File: config.mk
export PLATFORM = sky130hd
export DESIGN_NAME = joystick_packet_deframer_filter_unit
export DESIGN_NICKNAME = d
export VERILOG_FILES = /design/src/rtl/jpdf_pkg.sv /design/src/rtl/joystick_packet_deframer_filter_unit.sv /design/src/rtl/jpdf_front.sv /design/src/rtl/jpdf_queue.sv /design/src/rtl/jpdf_back.sv
export VERILOG_INCLUDE_DIRS = /design/src /design/src/rtl
export SDC_FILE = /design/constraint.sdc
export NUM_CORES = 2
export LEC_CHECK = 0
export ABC_AREA = 0
export BUFFER_PORTS_ARGS = -buffer_cell sky130_fd_sc_hd__buf_2
export CAP_MARGIN = 20
export CELL_PAD_IN_SITES_DETAIL_PLACEMENT = 2
export CELL_PAD_IN_SITES_GLOBAL_PLACEMENT = 2
export CORE_MARGIN = 2
export CORE_UTILIZATION = 43
export DETAILED_ROUTE_END_ITERATION = 8
export PLACE_DENSITY = 0.8
export SLEW_MARGIN = 15
export SYNTH_ARGS = -nofsm -noshare
export SYNTH_HDL_FRONTEND = slang
export SYNTH_SLANG_ARGS = --single-unit
export TNS_END_PERCENT = 1
File: constraint.sdc
create_clock -name clk_i -period 11.9 [get_ports clk_i]
set_input_delay 0 -clock clk_i [delete_from_list [all_inputs] [get_ports clk_i]]
set_output_delay 0 -clock clk_i [all_outputs]
set_load 0.005 [all_outputs]
File: src/rtl/joystick_packet_deframer_filter_unit_macros.svh
// ------------------------------------------------------------------------
// Assertion macros
// Shared concurrent assertion shorthands for the joystick deframer blocks.
// ------------------------------------------------------------------------
`ifndef JOYSTICK_PACKET_DEFRAMER_FILTER_UNIT_MACROS_SVH
`define JOYSTICK_PACKET_DEFRAMER_FILTER_UNIT_MACROS_SVH

`ifndef ASSERT_OFF

// same-cycle implication
`define JPDF_ASSERT_IMPLIES(label, clk, rst_n, ante, cons) \
  label: assert property (@(posedge clk) disable iff (!rst_n) (ante) |-> (cons)) \
    else $error("jpdf assertion failed");

// next-cycle implication
`define JPDF_ASSERT_NEXT(label, clk, rst_n, ante, cons) \
  label: assert property (@(posedge clk) disable iff (!rst_n) (ante) |=> (cons)) \
    else $error("jpdf assertion failed");

`else

`define JPDF_ASSERT_IMPLIES(label, clk, rst_n, ante, cons)
`define JPDF_ASSERT_NEXT(label, clk, rst_n, ante, cons)

`endif

`endif

File: src/rtl/jpdf_pkg.sv
// ------------------------------------------------------------------------
// jpdf_pkg
// Types and constants shared by the joystick packet deframer and filter.
// ------------------------------------------------------------------------
package jpdf_pkg;

  localparam int FILTER_FRAC_BITS = 16;
  localparam int GAIN_FRAC_BITS   = 16;

  localparam int BYTE_W     = 8;
  localparam int WORD_W     = 16;
  localparam int PKT_BYTES  = 6;
  localparam int POS_W      = 3;
  localparam int DZ_W       = 15;
  localparam int GAIN_W     = 17;
  localparam int CFG_DATA_W = 17;
  localparam int CFG_IDX_W  = 1;
  localparam int FV_W       = 40;
  localparam int TS_W       = 24;
  localparam int TURN_W     = 17;

  localparam int XW     = WORD_W + FILTER_FRAC_BITS;
  localparam int DIFF_W = WORD_W + FILTER_FRAC_BITS + 2;
  localparam int PROD_W = DIFF_W + GAIN_W + 1;
  localparam int Q8_SH  = FILTER_FRAC_BITS - 8;
  localparam int NEG_W  = FV_W + 1;

  localparam logic [POS_W-1:0] POS_LAST = POS_W'(PKT_BYTES);
  localparam logic [POS_W-1:0] POS_IDLE = POS_W'(PKT_BYTES + 1);

  localparam logic [BYTE_W-1:0] HEAD_BYTE = 8'hA5;
  localparam logic [BYTE_W-1:0] TAIL_BYTE = 8'h5A;

  localparam logic [GAIN_W-1:0] GAIN_ONE   = GAIN_W'(65536);
  localparam logic [GAIN_W-1:0] GAIN_RESET = GAIN_W'(9830);
  localparam logic [DZ_W-1:0]   DZ_RESET   = DZ_W'(5);

  localparam logic signed [NEG_W-1:0] TS_MAX = NEG_W'(8388607);
  localparam logic signed [NEG_W-1:0] TS_MIN = -NEG_W'(8388608);

  localparam logic [CFG_IDX_W-1:0] REG_DEADZONE = 1'd0;
  localparam logic [CFG_IDX_W-1:0] REG_GAIN     = 1'd1;

  localparam int QUEUE_AW    = 1;
  localparam int QUEUE_DEPTH = 1 << QUEUE_AW;
  localparam int QUEUE_CW    = QUEUE_AW + 1;

  typedef struct packed {
    logic                     ok;
    logic signed [WORD_W-1:0] speed;
    logic signed [WORD_W-1:0] turn;
  } job_t;

  typedef enum logic [1:0] {
    S_IDLE,
    S_MUL,
    S_ACC,
    S_OUT
  } back_state_e;

endpackage

File: src/rtl/joystick_packet_deframer_filter_unit.sv
// ------------------------------------------------------------------------
// joystick_packet_deframer_filter_unit
// Deframes 7-byte joystick packets and low-pass filters the speed.
// ------------------------------------------------------------------------
// Input channel: one packet byte per item (rx_byte_i) with packet_start_i
// marking byte 0. Bytes are taken at one per cycle; in_stall_o rises only
// when the two-entry job queue is full, which needs the output side to be
// stalled for several packets.
// Output channel: one item per seventh byte, carrying accepted_o, the
// negated filtered speed (Q8, saturated) and the negated turn. A rejected
// packet repeats the last speed and turn with accepted_o low.
// Result path: the job goes through the queue; the filter sequencer pops it,
// multiplies, accumulates and loads the output register, finishing a packet
// before the next has fully arrived unless out_stall_i holds it.
// While out_stall_i is high and out_valid_o is set, the result register holds
// and the sequencer waits in its output step; bytes keep going into the queue.
// Reset clears the byte position, filter value, held turn, queue and
// output valid, and loads the register defaults (deadzone 5, gain 9830).
// Configuration writes take effect at the next edge.
// ------------------------------------------------------------------------
module joystick_packet_deframer_filter_unit (
  input  logic                                    clk_i,
  input  logic                                    rst_ni,
  input  logic                                    cfg_we_i,
  input  logic [jpdf_pkg::CFG_IDX_W-1:0]          cfg_index_i,
  input  logic [jpdf_pkg::CFG_DATA_W-1:0]         cfg_data_i,
  input  logic                                    in_valid_i,
  output logic                                    in_stall_o,
  input  logic [jpdf_pkg::BYTE_W-1:0]             rx_byte_i,
  input  logic                                    packet_start_i,
  output logic                                    out_valid_o,
  input  logic                                    out_stall_i,
  output logic                                    accepted_o,
  output logic signed [jpdf_pkg::TS_W-1:0]        speed_cmd_o,
  output logic signed [jpdf_pkg::TURN_W-1:0]      turn_command_o
);

  logic [jpdf_pkg::DZ_W-1:0]   deadzone_q, deadzone_d;
  logic [jpdf_pkg::GAIN_W-1:0] gain_q, gain_d;

  logic           full, empty, push, pop, accept;
  jpdf_pkg::job_t push_job, pop_job;

  always_comb begin
    deadzone_d = deadzone_q;
    gain_d     = gain_q;
    if (cfg_we_i) begin
      case (cfg_index_i)
        jpdf_pkg::REG_DEADZONE: deadzone_d = cfg_data_i[jpdf_pkg::DZ_W-1:0];
        jpdf_pkg::REG_GAIN:     gain_d     = cfg_data_i[jpdf_pkg::GAIN_W-1:0];
        default: ;
      endcase
    end
  end

  always_ff @(posedge clk_i or negedge rst_ni) begin
    if (!rst_ni) begin
      deadzone_q <= jpdf_pkg::DZ_RESET;
      gain_q     <= jpdf_pkg::GAIN_RESET;
    end else begin
      deadzone_q <= deadzone_d;
      gain_q     <= gain_d;
    end
  end

  assign in_stall_o = full;
  assign accept     = in_valid_i && !full;

  jpdf_front u_front (
    .clk_i          (clk_i),
    .rst_ni         (rst_ni),
    .accept_i       (accept),
    .rx_byte_i      (rx_byte_i),
    .packet_start_i (packet_start_i),
    .deadzone_i     (deadzone_q),
    .push_o         (push),
    .job_o          (push_job)
  );

  jpdf_queue u_queue (
    .clk_i   (clk_i),
    .rst_ni  (rst_ni),
    .push_i  (push),
    .job_i   (push_job),
    .pop_i   (pop),
    .job_o   (pop_job),
    .empty_o (empty),
    .full_o  (full)
  );

  jpdf_back u_back (
    .clk_i          (clk_i),
    .rst_ni         (rst_ni),
    .empty_i        (empty),
    .job_i          (pop_job),
    .pop_o          (pop),
    .gain_i         (gain_q),
    .out_valid_o    (out_valid_o),
    .out_stall_i    (out_stall_i),
    .accepted_o     (accepted_o),
    .speed_cmd_o    (speed_cmd_o),
    .turn_command_o (turn_command_o)
  );

endmodule

File: src/rtl/jpdf_front.sv
// ------------------------------------------------------------------------
// jpdf_front
// Collects packet bytes, checks framing and checksum, applies the deadzone.
// ------------------------------------------------------------------------
module jpdf_front (
  input  logic                              clk_i,
  input  logic                              rst_ni,
  input  logic                              accept_i,
  input  logic [jpdf_pkg::BYTE_W-1:0]       rx_byte_i,
  input  logic                              packet_start_i,
  input  logic [jpdf_pkg::DZ_W-1:0]         deadzone_i,
  output logic                              push_o,
  output jpdf_pkg::job_t                    job_o
);

  logic [jpdf_pkg::POS_W-1:0]  pos_q, pos_d, pos;
  logic [jpdf_pkg::BYTE_W-1:0] bytes_q [jpdf_pkg::PKT_BYTES];
  logic [jpdf_pkg::BYTE_W-1:0] csum;
  logic                        wr_byte;

  function automatic logic signed [jpdf_pkg::WORD_W-1:0] dead_zone(
    input logic signed [jpdf_pkg::WORD_W-1:0] v,
    input logic [jpdf_pkg::DZ_W-1:0]          dz
  );
    logic signed [jpdf_pkg::WORD_W:0] ext;
    logic [jpdf_pkg::WORD_W:0]        mag;
    ext = (jpdf_pkg::WORD_W+1)'(v);
    mag = ext[jpdf_pkg::WORD_W] ? unsigned'(-ext) : unsigned'(ext);
    dead_zone = (mag < (jpdf_pkg::WORD_W+1)'(dz)) ? '0 : v;
  endfunction

  assign pos     = packet_start_i ? '0 : pos_q;
  assign wr_byte = accept_i && (pos < jpdf_pkg::POS_LAST);
  assign push_o  = accept_i && (pos == jpdf_pkg::POS_LAST);

  always_comb begin
    pos_d = pos_q;
    if (wr_byte) begin
      pos_d = pos + 1'b1;
    end else if (push_o) begin
      pos_d = jpdf_pkg::POS_IDLE;
    end
  end

  always_ff @(posedge clk_i or negedge rst_ni) begin
    if (!rst_ni) begin
      pos_q <= '0;
    end else begin
      pos_q <= pos_d;
    end
  end

  always_ff @(posedge clk_i) begin
    for (int i = 0; i < jpdf_pkg::PKT_BYTES; i++) begin
      if (wr_byte && pos == jpdf_pkg::POS_W'(i)) begin
        bytes_q[i] <= rx_byte_i;
      end
    end
  end

  assign csum = bytes_q[1] + bytes_q[2] + bytes_q[3] + bytes_q[4];

  always_comb begin
    job_o.ok    = (bytes_q[0] == jpdf_pkg::HEAD_BYTE) &&
                  (rx_byte_i == jpdf_pkg::TAIL_BYTE) && (csum == bytes_q[5]);
    job_o.speed = dead_zone($signed({bytes_q[2], bytes_q[1]}), deadzone_i);
    job_o.turn  = dead_zone($signed({bytes_q[4], bytes_q[3]}), deadzone_i);
  end

endmodule

File: src/rtl/jpdf_queue.sv
// ------------------------------------------------------------------------
// jpdf_queue
// Short job queue between the packet checker and the filter sequencer.
// ------------------------------------------------------------------------
`include "joystick_packet_deframer_filter_unit_macros.svh"

module jpdf_queue (
  input  logic           clk_i,
  input  logic           rst_ni,
  input  logic           push_i,
  input  jpdf_pkg::job_t job_i,
  input  logic           pop_i,
  output jpdf_pkg::job_t job_o,
  output logic           empty_o,
  output logic           full_o
);

  jpdf_pkg::job_t                 mem_q [jpdf_pkg::QUEUE_DEPTH];
  logic [jpdf_pkg::QUEUE_AW-1:0]  wr_ptr_q, rd_ptr_q;
  logic [jpdf_pkg::QUEUE_CW-1:0]  count_q, count_d;

  assign empty_o = (count_q == '0);
  assign full_o  = (count_q == jpdf_pkg::QUEUE_CW'(jpdf_pkg::QUEUE_DEPTH));
  assign job_o   = mem_q[rd_ptr_q];

  always_comb begin
    count_d = count_q;
    if (push_i && !pop_i) begin
      count_d = count_q + 1'b1;
    end else if (pop_i && !push_i) begin
      count_d = count_q - 1'b1;
    end
  end

  always_ff @(posedge clk_i or negedge rst_ni) begin
    if (!rst_ni) begin
      wr_ptr_q <= '0;
      rd_ptr_q <= '0;
      count_q  <= '0;
    end else begin
      count_q <= count_d;
      if (push_i) begin
        wr_ptr_q <= wr_ptr_q + 1'b1;
      end
      if (pop_i) begin
        rd_ptr_q <= rd_ptr_q + 1'b1;
      end
    end
  end

  always_ff @(posedge clk_i) begin
    if (push_i) begin
      mem_q[wr_ptr_q] <= job_i;
    end
  end

  `JPDF_ASSERT_IMPLIES(a_no_overflow, clk_i, rst_ni, push_i, !full_o)
  `JPDF_ASSERT_IMPLIES(a_no_underflow, clk_i, rst_ni, pop_i, !empty_o)

endmodule

File: src/rtl/jpdf_back.sv
// ------------------------------------------------------------------------
// jpdf_back
// Filter sequencer: multiply, accumulate, then load the output register.
// ------------------------------------------------------------------------
`include "joystick_packet_deframer_filter_unit_macros.svh"

module jpdf_back (
  input  logic                                clk_i,
  input  logic                                rst_ni,
  input  logic                                empty_i,
  input  jpdf_pkg::job_t                      job_i,
  output logic                                pop_o,
  input  logic [jpdf_pkg::GAIN_W-1:0]         gain_i,
  output logic                                out_valid_o,
  input  logic                                out_stall_i,
  output logic                                accepted_o,
  output logic signed [jpdf_pkg::TS_W-1:0]    speed_cmd_o,
  output logic signed [jpdf_pkg::TURN_W-1:0]  turn_command_o
);

  jpdf_pkg::back_state_e state_q, state_d;

  jpdf_pkg::job_t                          job_q;
  logic signed [jpdf_pkg::PROD_W-1:0]      prod_q, prod_d;
  logic signed [jpdf_pkg::FV_W-1:0]        fv_q, fv_d;
  logic signed [jpdf_pkg::TURN_W-1:0]      held_turn_q, held_turn_d;
  logic                                    out_valid_q, out_valid_d;
  logic                                    accepted_q;
  logic signed [jpdf_pkg::TS_W-1:0]        speed_q;
  logic signed [jpdf_pkg::TURN_W-1:0]      turn_q;

  logic                                    load_out;
  logic [jpdf_pkg::GAIN_W-1:0]             gain;
  logic signed [jpdf_pkg::XW-1:0]          x;
  logic signed [jpdf_pkg::DIFF_W-1:0]      diff;
  logic signed [jpdf_pkg::PROD_W-1:0]      step;
  logic signed [jpdf_pkg::FV_W-1:0]        q8;
  logic signed [jpdf_pkg::NEG_W-1:0]       neg;
  logic signed [jpdf_pkg::TS_W-1:0]        speed_sat;

  // next state
  always_comb begin
    state_d = state_q;
    case (state_q)
      jpdf_pkg::S_IDLE: if (!empty_i) state_d = jpdf_pkg::S_MUL;
      jpdf_pkg::S_MUL:  state_d = jpdf_pkg::S_ACC;
      jpdf_pkg::S_ACC:  state_d = jpdf_pkg::S_OUT;
      jpdf_pkg::S_OUT:  if (load_out) state_d = jpdf_pkg::S_IDLE;
      default:          state_d = jpdf_pkg::S_IDLE;
    endcase
  end

  // sequencer outputs
  always_comb begin
    pop_o    = (state_q == jpdf_pkg::S_IDLE) && !empty_i;
    load_out = (state_q == jpdf_pkg::S_OUT) && (!out_valid_q || !out_stall_i);
  end

  // datapath
  always_comb begin
    gain   = (gain_i > jpdf_pkg::GAIN_ONE) ? jpdf_pkg::GAIN_ONE : gain_i;
    x      = $signed({job_q.speed, {jpdf_pkg::FILTER_FRAC_BITS{1'b0}}});
    diff   = jpdf_pkg::DIFF_W'(x) - jpdf_pkg::DIFF_W'(fv_q);
    // keep the product signed, a rejected packet adds nothing
    prod_d = '0;
    if (job_q.ok) begin
      prod_d = diff * $signed({1'b0, gain});
    end

    step = prod_q >>> jpdf_pkg::GAIN_FRAC_BITS;
    fv_d = (state_q == jpdf_pkg::S_ACC) ? fv_q + jpdf_pkg::FV_W'(step) : fv_q;

    held_turn_d = held_turn_q;
    if (state_q == jpdf_pkg::S_ACC && job_q.ok) begin
      held_turn_d = -jpdf_pkg::TURN_W'(job_q.turn);
    end

    // floor to q8, negate, clamp
    q8  = fv_q >>> jpdf_pkg::Q8_SH;
    neg = -jpdf_pkg::NEG_W'(q8);
    if (neg > jpdf_pkg::TS_MAX) begin
      speed_sat = jpdf_pkg::TS_W'(jpdf_pkg::TS_MAX);
    end else if (neg < jpdf_pkg::TS_MIN) begin
      speed_sat = jpdf_pkg::TS_W'(jpdf_pkg::TS_MIN);
    end else begin
      speed_sat = neg[jpdf_pkg::TS_W-1:0];
    end

    out_valid_d = out_valid_q;
    if (load_out) begin
      out_valid_d = 1'b1;
    end else if (!out_stall_i) begin
      out_valid_d = 1'b0;
    end
  end

  always_ff @(posedge clk_i or negedge rst_ni) begin
    if (!rst_ni) begin
      state_q     <= jpdf_pkg::S_IDLE;
      fv_q        <= '0;
      held_turn_q <= '0;
      out_valid_q <= 1'b0;
    end else begin
      state_q     <= state_d;
      fv_q        <= fv_d;
      held_turn_q <= held_turn_d;
      out_valid_q <= out_valid_d;
    end
  end

  always_ff @(posedge clk_i) begin
    if (pop_o) begin
      job_q <= job_i;
    end
    if (state_q == jpdf_pkg::S_MUL) begin
      prod_q <= prod_d;
    end
    if (load_out) begin
      accepted_q <= job_q.ok;
      speed_q    <= speed_sat;
      turn_q     <= held_turn_q;
    end
  end

  assign out_valid_o    = out_valid_q;
  assign accepted_o     = accepted_q;
  assign speed_cmd_o    = speed_q;
  assign turn_command_o = turn_q;

  `JPDF_ASSERT_NEXT(a_mul_then_acc, clk_i, rst_ni, state_q == jpdf_pkg::S_MUL, state_q == jpdf_pkg::S_ACC)
  `JPDF_ASSERT_NEXT(a_reject_keeps_filter, clk_i, rst_ni, state_q == jpdf_pkg::S_ACC && !job_q.ok, $stable(fv_q) && $stable(held_turn_q))

endmodule
==> results_dict.tcl <==
set metrics [dict create \
    grt_pass1_wl_um 226000 \
    routed_wl_um 149000 \
    yosysSeqAreaShare_pct 24.7 \
    cts_buffers 39 \
    rsz0062_at_grt "no" \
    synth_top_cell_by_area "fa_1" \
    synth_enable_flop_cells 225 \
    seqCellArea_um2 9250 \
    die-area_um2 89600 \
    antenna_found_initial 3 \
    fillers 9051 \
    root_buffer "clkbuf_16" \
    clk_pin_slew_worst_paths_ns 0.06 \
    final_min_period_over_clock_period_pct 90.8 \
    ctsHoldBuffers 49 \
    cts_tree "yes" \
    drtPass1Iterations 5 \
    postSynth.asyncResetShare_pct 30.6 \
    tns_ns 0 \
    synth_fp_nets 4702 \
    drtIter0Drc 2057 \
    syn_inst 3886 \
    core.rowCount 108 \
    crit_top_cell "fa_1" \
    outcome "finished, final reports clean" \
    critPathArrivalTime_ns 11.14 \
    drc 0 \
    finalMaxSlewViolations 0 \
    syn_to_final_growth_pct 9.76 \
    final_nets 4786 \
    dpl_cell_area_um2 39400 \
    ys_ff_latch 324 \
    cts_setup_buffers 0 \
    boundaryPins 76 \
    tightest_slew_ns 1.12 \
    final_area_um2 41200 \
    synth.top_cell.area_share_pct 29.8 \
    critical_path_class "reg -> reg" \
    yosysMostFrequentCell "inv_1" \
    timing.hold.ws_ns 0.000937 \
    yosys-top-cells-area "fa_1 30%, edfxtp_1 18%, ha_1 7.5%" \
    start_kind "register" \
    wire_per_inst_um 29.0 \
    period_needed_ns 10.81 \
    end_kind "register" \
    slowest_delay_ns 0.97 \
    portBuffers 75 \
    clock_sinks 324 \
    max_clock_freq_mhz 92.5 \
    multi_input_area_um2 25000 \
    syn_area_per_cell_um2 9.65 \
    maxSlewHeadroom_pct 24.9 \
    min-delay-path-class "in -> async" \
    hold_violations 0 \
    core_um2 86600 \
    die_h_um 299 \
    cts_buffer_depth 3 \
    clk-insertion-delay-late_ns 0.63 \
    synth_common_cells "753 x inv_1, 558 x fa_1, 558 x nand2_1, 226 x ha_1, 225 x edfxtp_1" \
    start_util_pct 43.3 \
    final-setup-viol-count 0 \
    drive_gt1_share_pct 8.32 \
    track_usage_pct 34.0 \
    yosys_most_used_dff "edfxtp_1" \
    cp_slowest_cell "a2111oi_0" \
    crit_required_ns 12.23 \
    grt_pass1_vias 35055 \
    postCtsResizedCells 0 \
    die_w_um 299 \
    maxCapViolCount 0 \
    grt_overflow_total 0 \
    drtAntennaViolNets 0 \
    viasPerCell 5.77 \
    vias 29763 \
    yosysWarnings 0 \
    gp_congestion 0.901 \
    syn-cell-area_um2 37500 \
    grt_start_max_net_pins 61 \
    synth_cell_types 84 \
    fin_skew_ns 0.0490 \
    dp_hpwl_um 108000 \
    cp_max_fo 17 \
    reg2reg_depth 27 \
    antenna_cells 0 \
    htree_num_levels 2 \
]
## metal layers
layer	vias to the layer above	track usage (%)	part of all wire, %
met4	6	15.8	5.1
met3	431	5.51	6.2
met5	-	0	0.027
met1	15753	41.4	39
li1	12381	-	-
met2	1192	59.0	50
## per-stage QoR
step                utilization (%)  worst slack (ns)  instances
finish                         47.5              1.09       5156
global route                   47.5             0.705       5156
CTS                            47.5              1.34       5154
detailed placement             45.4              1.52       5033
global placement               45.4              1.80       5033
floorplan                         -              2.88       3886
## kinds of logic after synthesis
| logic type | synth area share [%] |
|---|---|
| adder cells (fa/ha/maj) | 37.5 |
| multiplexers | 2.23 |
| AND/OR/NAND/NOR | 13.9 |
| XOR/XNOR | 4.92 |
| AO/OA/AOI/OAI | 7.66 |
| flip-flops | 24.7 |
| buffers and inverters | 9.17 |
## worst paths after layout
check	from	end	slack (ns)
max in group asynchronous	rst_ni	gain_q[3]	10.50
min	rst_ni	u_back.fv_q[25]	0.0009
max	u_back.fv_q[0]	u_back.prod_q[50]	1.09
max reg2reg	u_back.fv_q[0]	u_back.prod_q[50]	1.09
min in group clk_i	cfg_we_i	deadzone_q[14]	0.11
min reg2reg	u_back.held_turn_q[1]	u_back.turn_command_o[1]	0.46
## state kept, by name (all words and copies together) (netlist names), 2 cells and up
name / cells
u_back.prod_q: 36
gain_q: 17
u_front.pos_q: 3
u_back.job_q: 33
deadzone_q: 15
u_queue.count_q: 2
u_back.held_turn_q: 17
u_back.turn_command_o: 17
u_back.speed_cmd_o: 24
u_back.fv_q: 40
u_back.state_q: 2
u_queue.mem_q: 66
u_front.bytes_q: 48
## critical path: cells and delay by family (launching register included)
family | cells | cell delay, ns
adder cells (fa/ha/maj) | 8 | 3.85
AND/OR/NAND/NOR | 6 | 2.03
buffers and inverters | 5 | 0.75
flip-flops | 1 | 0.38
XOR/XNOR | 1 | 0.23
AO/OA/AOI/OAI | 7 | 3.25
## placed cells by master, fill, tap and decap left out, types with 12 or more instances in the layout
cell,n
a211oi_1,13
a21o_1,62
a21oi_1,107
a31oi_1,13
and2_1,89
and3_1,35
buf_2,74
buf_4,70
clkbuf_16,39
dfrtp_1,90
dlygate4sd3_1,49
edfxtp_1,225
fa_1,558
ha_1,224
inv_1,753
mux2_2,68
nand2_1,558
nand2b_1,21
nand3_1,37
nand4_1,16
nor2_1,200
nor2b_1,45
nor3_1,34
nor4_1,19
o21a_1,12
o21ai_0,128
o21bai_1,26
o31ai_1,17
or3_1,17
xnor2_1,133
xor2_1,65
## cell type report
cell class | count | area share [%]
Multi-Input combinational cell | 2656 | 60.6
Tap cell | 1155 | 3.51
Clock buffer | 48 | 2.50
Inverter | 754 | 6.88
Timing Repair Buffer | 195 | 3.42
Sequential cell | 324 | 22.5
Clock inverter | 24 | 0.605
Power is left out: the tool's default activity adds up to more than one toggle a clock period on the data nets, which glitch-free logic cannot reach.
